### config.mk
export PLATFORM = sky130hd
export DESIGN_NAME = pltc_back
export DESIGN_NICKNAME = d
export VERILOG_FILES = /design/src/rtl/pltc_pkg.sv /design/src/rtl/pltc_back.sv
export SDC_FILE = /design/constraint.sdc
export NUM_CORES = 2
export LEC_CHECK = 0
export CAP_MARGIN = 20
export CELL_PAD_IN_SITES_DETAIL_PLACEMENT = 1
export CELL_PAD_IN_SITES_GLOBAL_PLACEMENT = 1
export CORE_ASPECT_RATIO = 1.4
export CORE_MARGIN = 2
export CORE_UTILIZATION = 54
export CTS_CLUSTER_SIZE = 40
export DETAILED_ROUTE_END_ITERATION = 8
export DONT_BUFFER_PORTS = 1
export PLACE_DENSITY_LB_ADDON = 0.2
export SLEW_MARGIN = 5
export SYNTH_ARGS = -nofsm -noshare
export SYNTH_HDL_FRONTEND = slang
export SYNTH_SLANG_ARGS = --single-unit
### constraint.sdc
create_clock -name clk_i -period 8 [get_ports clk_i]
set_input_delay 1.2 -clock clk_i [delete_from_list [all_inputs] [get_ports clk_i]]
set_output_delay 1.2 -clock clk_i [all_outputs]
set_load 0.02 [all_outputs]
### src/rtl/pltc_pkg.sv
// Package for the prefix logic tautology checker.
// Holds shared types, character and status codes, truth patterns and the operator function.
// No dependencies.
package pltc_pkg;

  localparam int unsigned STACK_DEPTH = 64;
  localparam int unsigned FILL_W      = $clog2(STACK_DEPTH + 1);
  localparam int unsigned IDX_W       = (STACK_DEPTH > 1) ? $clog2(STACK_DEPTH) : 1;
  localparam int unsigned VAL_W       = 32;

  localparam int unsigned QDEPTH  = 4;
  localparam int unsigned QPTR_W  = $clog2(QDEPTH);
  localparam int unsigned QCNT_W  = $clog2(QDEPTH + 1);

  localparam logic [7:0] CH_K = 8'h4B;
  localparam logic [7:0] CH_A = 8'h41;
  localparam logic [7:0] CH_N = 8'h4E;
  localparam logic [7:0] CH_C = 8'h43;
  localparam logic [7:0] CH_E = 8'h45;
  localparam logic [7:0] CH_P = 8'h70;
  localparam logic [7:0] CH_T = 8'h74;

  localparam logic [1:0] ST_OK         = 2'd0;
  localparam logic [1:0] ST_INCOMPLETE = 2'd1;
  localparam logic [1:0] ST_OVERFLOW   = 2'd2;

  typedef enum logic [2:0] {
    OP_AND = 3'd0,
    OP_OR  = 3'd1,
    OP_NOT = 3'd2,
    OP_IMP = 3'd3,
    OP_EQV = 3'd4
  } op_e;

  typedef enum logic [1:0] {
    TK_NONE = 2'd0,
    TK_OP   = 2'd1,
    TK_VAR  = 2'd2
  } tok_kind_e;

  // One classified character: operator code or variable index in arg
  typedef struct packed {
    tok_kind_e   kind;
    logic [2:0]  arg;
    logic        last;
  } tok_t;

  typedef struct packed {
    op_e               code;
    logic              have_left;
    logic [VAL_W-1:0]  left;
  } stk_ent_t;

  typedef struct packed {
    logic        is_taut;
    logic [1:0]  status;
  } res_t;

  // Bit k of variable i is bit i of k
  function automatic logic [VAL_W-1:0] var_pattern(input logic [2:0] idx);
    logic [VAL_W-1:0] pat;
    unique case (idx)
      3'd0:    pat = 32'hAAAA_AAAA;
      3'd1:    pat = 32'hCCCC_CCCC;
      3'd2:    pat = 32'hF0F0_F0F0;
      3'd3:    pat = 32'hFF00_FF00;
      3'd4:    pat = 32'hFFFF_0000;
      default: pat = '0;
    endcase
    return pat;
  endfunction

  function automatic logic [VAL_W-1:0] apply_op(input op_e code,
                                                 input logic [VAL_W-1:0] a,
                                                 input logic [VAL_W-1:0] b);
    logic [VAL_W-1:0] r;
    case (code)
      OP_AND:  r = a & b;
      OP_OR:   r = a | b;
      OP_IMP:  r = ~a | b;
      default: r = ~(a ^ b);
    endcase
    return r;
  endfunction

endpackage

### src/rtl/pltc_back.sv
// Back end: runs tokens against the operator stack held in a single-port memory.
// Depends on pltc_pkg.
module pltc_back (
  input  logic             clk_i,
  input  logic             rst_ni,
  input  logic             tok_valid_i,
  input  pltc_pkg::tok_t   tok_i,
  output logic             tok_pop_o,
  output logic             res_valid_o,
  output pltc_pkg::res_t   res_o,
  input  logic             res_ready_i
);
  import pltc_pkg::*;

  typedef enum logic [2:0] {
    S_IDLE = 3'b001,
    S_EVAL = 3'b010,
    S_DONE = 3'b100
  } state_e;

  state_e            state_q, state_d;
  logic [FILL_W-1:0] fill_q, fill_d;
  logic              done_q, done_d;
  logic [VAL_W-1:0]  final_q, final_d;
  logic              ovf_q, ovf_d;
  logic              any_q, any_d;
  logic              last_q, last_d;
  logic [VAL_W-1:0]  x_q, x_d;

  stk_ent_t          stk_mem [STACK_DEPTH];
  stk_ent_t          rd_q;
  stk_ent_t          wr_data;
  logic              wr_en, rd_en;
  logic [IDX_W-1:0]  wr_addr, rd_addr, top_idx;
  logic [VAL_W-1:0]  nx;

  assign top_idx = IDX_W'(fill_q - FILL_W'(1));

  always_comb begin
    state_d   = state_q;
    fill_d    = fill_q;
    done_d    = done_q;
    final_d   = final_q;
    ovf_d     = ovf_q;
    any_d     = any_q;
    last_d    = last_q;
    x_d       = x_q;
    wr_en     = 1'b0;
    wr_addr   = top_idx;
    wr_data   = '0;
    rd_en     = 1'b0;
    rd_addr   = top_idx;
    tok_pop_o = 1'b0;
    res_valid_o = 1'b0;
    nx        = (rd_q.code == OP_NOT) ? ~x_q : apply_op(rd_q.code, rd_q.left, x_q);

    unique case (state_q)
      S_IDLE: begin
        if (tok_valid_i) begin
          tok_pop_o = 1'b1;
          last_d    = tok_i.last;
          state_d   = S_DONE;
          if (!done_q) begin
            case (tok_i.kind)
              TK_OP: begin
                any_d = 1'b1;
                if (fill_q == FILL_W'(STACK_DEPTH)) begin
                  ovf_d = 1'b1;
                end else begin
                  wr_en   = 1'b1;
                  wr_addr = IDX_W'(fill_q);
                  wr_data = '{code: op_e'(tok_i.arg), have_left: 1'b0, left: '0};
                  fill_d  = fill_q + FILL_W'(1);
                end
              end
              TK_VAR: begin
                any_d = 1'b1;
                x_d   = var_pattern(tok_i.arg);
                if (fill_q == '0) begin
                  done_d  = 1'b1;
                  final_d = var_pattern(tok_i.arg);
                end else begin
                  rd_en   = 1'b1;
                  state_d = S_EVAL;
                end
              end
              default: ;
            endcase
          end
        end
      end
      S_EVAL: begin
        if (rd_q.code != OP_NOT && !rd_q.have_left) begin
          // Park the operand as the left side of the waiting operator
          wr_en   = 1'b1;
          wr_data = '{code: rd_q.code, have_left: 1'b1, left: x_q};
          state_d = S_DONE;
        end else begin
          fill_d = fill_q - FILL_W'(1);
          x_d    = nx;
          if (fill_q == FILL_W'(1)) begin
            done_d  = 1'b1;
            final_d = nx;
            state_d = S_DONE;
          end else begin
            rd_en   = 1'b1;
            rd_addr = IDX_W'(fill_q - FILL_W'(2));
          end
        end
      end
      S_DONE: begin
        if (!last_q) begin
          state_d = S_IDLE;
        end else begin
          res_valid_o = 1'b1;
          if (res_ready_i) begin
            fill_d  = '0;
            done_d  = 1'b0;
            final_d = '1;
            ovf_d   = 1'b0;
            any_d   = 1'b0;
            state_d = S_IDLE;
          end
        end
      end
      default: state_d = S_IDLE;
    endcase
  end

  always_comb begin
    if (ovf_q) begin
      res_o = '{is_taut: 1'b0, status: ST_OVERFLOW};
    end else if (!any_q) begin
      res_o = '{is_taut: 1'b1, status: ST_OK};
    end else if (!done_q) begin
      res_o = '{is_taut: 1'b0, status: ST_INCOMPLETE};
    end else begin
      res_o = '{is_taut: (final_q == '1), status: ST_OK};
    end
  end

  always_ff @(posedge clk_i or negedge rst_ni) begin
    if (!rst_ni) begin
      state_q <= S_IDLE;
      fill_q  <= '0;
      done_q  <= 1'b0;
      final_q <= '1;
      ovf_q   <= 1'b0;
      any_q   <= 1'b0;
      last_q  <= 1'b0;
    end else begin
      state_q <= state_d;
      fill_q  <= fill_d;
      done_q  <= done_d;
      final_q <= final_d;
      ovf_q   <= ovf_d;
      any_q   <= any_d;
      last_q  <= last_d;
    end
  end

  always_ff @(posedge clk_i) begin
    x_q <= x_d;
  end

  always_ff @(posedge clk_i) begin
    if (wr_en) begin
      stk_mem[wr_addr] <= wr_data;
    end
  end

  always_ff @(posedge clk_i) begin
    if (rd_en) begin
      rd_q <= stk_mem[rd_addr];
    end
  end

  assert property (@(posedge clk_i) disable iff (!rst_ni)
    fill_q <= FILL_W'(STACK_DEPTH))
    else $error("stack fill beyond depth");

  assert property (@(posedge clk_i) disable iff (!rst_ni)
    state_q == S_EVAL |-> fill_q != '0)
    else $error("reduction step with empty stack");

  assert property (@(posedge clk_i) disable iff (!rst_ni)
    (state_q == S_IDLE && tok_valid_i && tok_i.kind == TK_VAR && !done_q && fill_q == '0)
    |=> done_q)
    else $error("operand on empty stack did not complete the expression");

endmodule

==> impl_metrics.ini <==
[floorplan]
pin_count = 15
dieHeight_um = 531
fp.dieW_um = 380
die_area_um2 = 202000
core_um2 = 197000
initial_core_util = 0.543
rows = 193

[sta]
setup_viol = 0
tns_ps = 0
fmax_ghz = 0.162
hold_violations = 0
fin_crit_sh = 0.771
max_slew_margin = -0.0412
finalClockSkew_ps = 56.8
slew_viol_final = 1
setup_slack_ps = 1840
rsz0062_at_grt = false
tightest_slew_ps = 1560
period_minus_slack_ps = 6160

[yosys]
yosysSeqAreaShare = 0.676
synth_edf_count = 2372
async_flop_share = 0.0190
yosysUniqueCellTypes = 77
syn_area_um2 = 107000
syn_area_per_cell_um2 = 14.3
synth_seq_cells = 2418
synth_ff_type = edfxtp_1
yosysWarnings = 0
synthCells = 7519
synth_nets = 7569

[routing]
wl_per_cell_um = 39.1
wl_um = 397000
drtIter0Drc = 10400
drt-met1-wl_um = 137000
wl_met2_um = 188000
via_per_inst = 7.60
dr_total_vias = 77300
top_layer_used = met5
wl_met3_um = 41800
dr.pass1.iters = 8
drtAntennaViolNets = 0
drc_errors = 0

[power]
powerDensity_nw_per_um2 = 384
ir_worst_vdd_mv = 0.403
leakagePower_uw = 0.0353
finalPower_uw = 45400

[run_status]
status = complete, but fails checks
violations = slew limit

[critical_path]
max_stage_delay_ps = 870
path_class = flip-flop to flip-flop
crit_chain = inv_1 -> buf_4 -> ha_1 -> or4b_1 -> o21ai_0 -> or3_4 -> buf_12 -> buf_4 -> o22ai_1 -> o41a_1 -> o22ai_1 -> or4b_1
cp-end-kind = flip-flop
critPathSlowestCell = or3_4
worstPathMaxFanout = 74
arrival_ps = 6910
required_ps = 8740
cp-start-kind = flip-flop

[cells_and_area]
final_area_um2 = 118000
seqCellArea_um2 = 72400
drive_gt1_frac = 0.171
layout_common_cells = edfxtp_1 (2372), o22ai_1 (833), mux2_2 (543)
final_common_cell = edfxtp_1
layout.nets = 7406
fillers = 18200
multi_input_area_um2 = 32500
area_delta_synth_final_pct = 10.2
layoutNonFillerInstCount = 10200

[hold_path]
hold_class = primary input to asynchronous set/reset pin

[clock_network]
cts_tree = yes
postCtsSetupBuffers = 0
cts_max_level = 4
ctsHoldBuffers = 1
clock_latency_ps = 900
cts-buffers-inserted = 230
ctsResizeCount = 0
clock_tree.root_cell = clkbuf_16
clock-sinks = 2418
cts_max_path_buffers = 4
clkSlewWorstSetupHoldPaths_ps = 70

[global_route]
grt_max_degree = 133
grt_pass1_wl_um = 565000
grt_util_all_layers = 0.384
grt_pass1_vias = 79900
grt_overflow = 0
antenna_found_initial = 25

[place]
pre_cts_slack_ps = 2100
portBuffers = 0
placed_cells = 9752
placed_area_um2 = 111000
gp_congestion = 0.930
place_hpwl_um = 230000

[run]
cap_violations = 0
[critical path: cells and delay by family, from the launching register on]
family	cells	cell delay [ps]
DFF	1	670
buffers and inverters	4	1450
AOI/OAI and AO/OA	4	1850
adders and majority gates	1	220
and+or+nand+nor	3	1660
[routing by layer]
metal	global-route usage	vias to the layer above
met5	0	-
met4	0.265	14
met3	0.0772	1289
met2	0.622	5308
met1	0.464	40000
li1	-	30700
[final timing paths]
| check | slack, ps | start | cells past startpoint | end |
|---|---|---|---|---|
| min reg2reg | 480 | final_q[22] | 2 | final_q[22] |
| max | 1840 | fill_q[1] | 12 | rd_q[31] |
| min | 40 | rst_ni | 0 | fill_q[2] |
| min in group clk_i | 430 | tok_valid_i | 1 | state_q[0] |
| max in group asynchronous | 6860 | rst_ni | 1 | fill_q[0] |
| max reg2reg | 1840 | fill_q[1] | 12 | rd_q[31] |
[flip-flops by register name, summed over array words and instances (netlist names)]
name,flops
fill_q,7
stk_mem,2304
final_q,32
state_q,3
x_q,32
rd_q,36
done_q,1
last_q,1
any_q,1
ovf_q,1
[through the flow]
stage,hold WS [ps],util
finish,35.3,0.598
global placement,465,0.562
detailed placement,472,0.563
global route,23.9,0.598
CTS,1.63,0.598
floorplan,454,-
[cell usage after synthesis, types with 40 or more instances]
cell	count	area [um^2]
o41ai_1	125	1090
o221ai_1	50	438
o22a_1	260	2280
edfxtp_1	2372	71200
a21oi_1	127	636
nand2_1	286	1070
a22oi_1	119	893
nor4_1	57	357
buf_2	186	931
mux2i_1	100	1000
buf_1	95	357
ha_1	40	500
clkbuf_1	364	1370
o21ai_0	401	2010
a2bb2oi_1	280	2450
o22ai_1	833	5210
o2111ai_1	258	2260
inv_1	77	289
nor2_1	446	1670
mux2_2	543	6110
[logic make-up (layout without fill, tap and decap cells)]
family,Yosys count,count (layout),share of synthesized area
AOI/OAI and AO/OA,2707,2707,0.183
xor gates and xnor gates,9,9,0.000736
adders and majority gates,40,40,0.00467
buffers and inverters,736,748,0.0285
DFF,2418,2418,0.676
muxes,650,650,0.0679
other,0,15,0
and+or+nand+nor,959,959,0.0398
[layout make-up]
type	count	area share
clock inverter	113	0.00760
inverter	78	0.00248
antenna	15	0.000318
multi-input combinational	4365	0.275
tap	2632	0.0279
timing repair buffer	263	0.0218
clock buffer	294	0.0516
sequential	2418	0.613
[power by group]
group	internal, uW	switching, uW	leakage, uW
clock network	5760	4840	0.00342
registers	14200	362	0.0208
logic	6710	13500	0.0111
total	26700	18700	0.0353
Note: power is estimated with default switching activity, not from simulation.
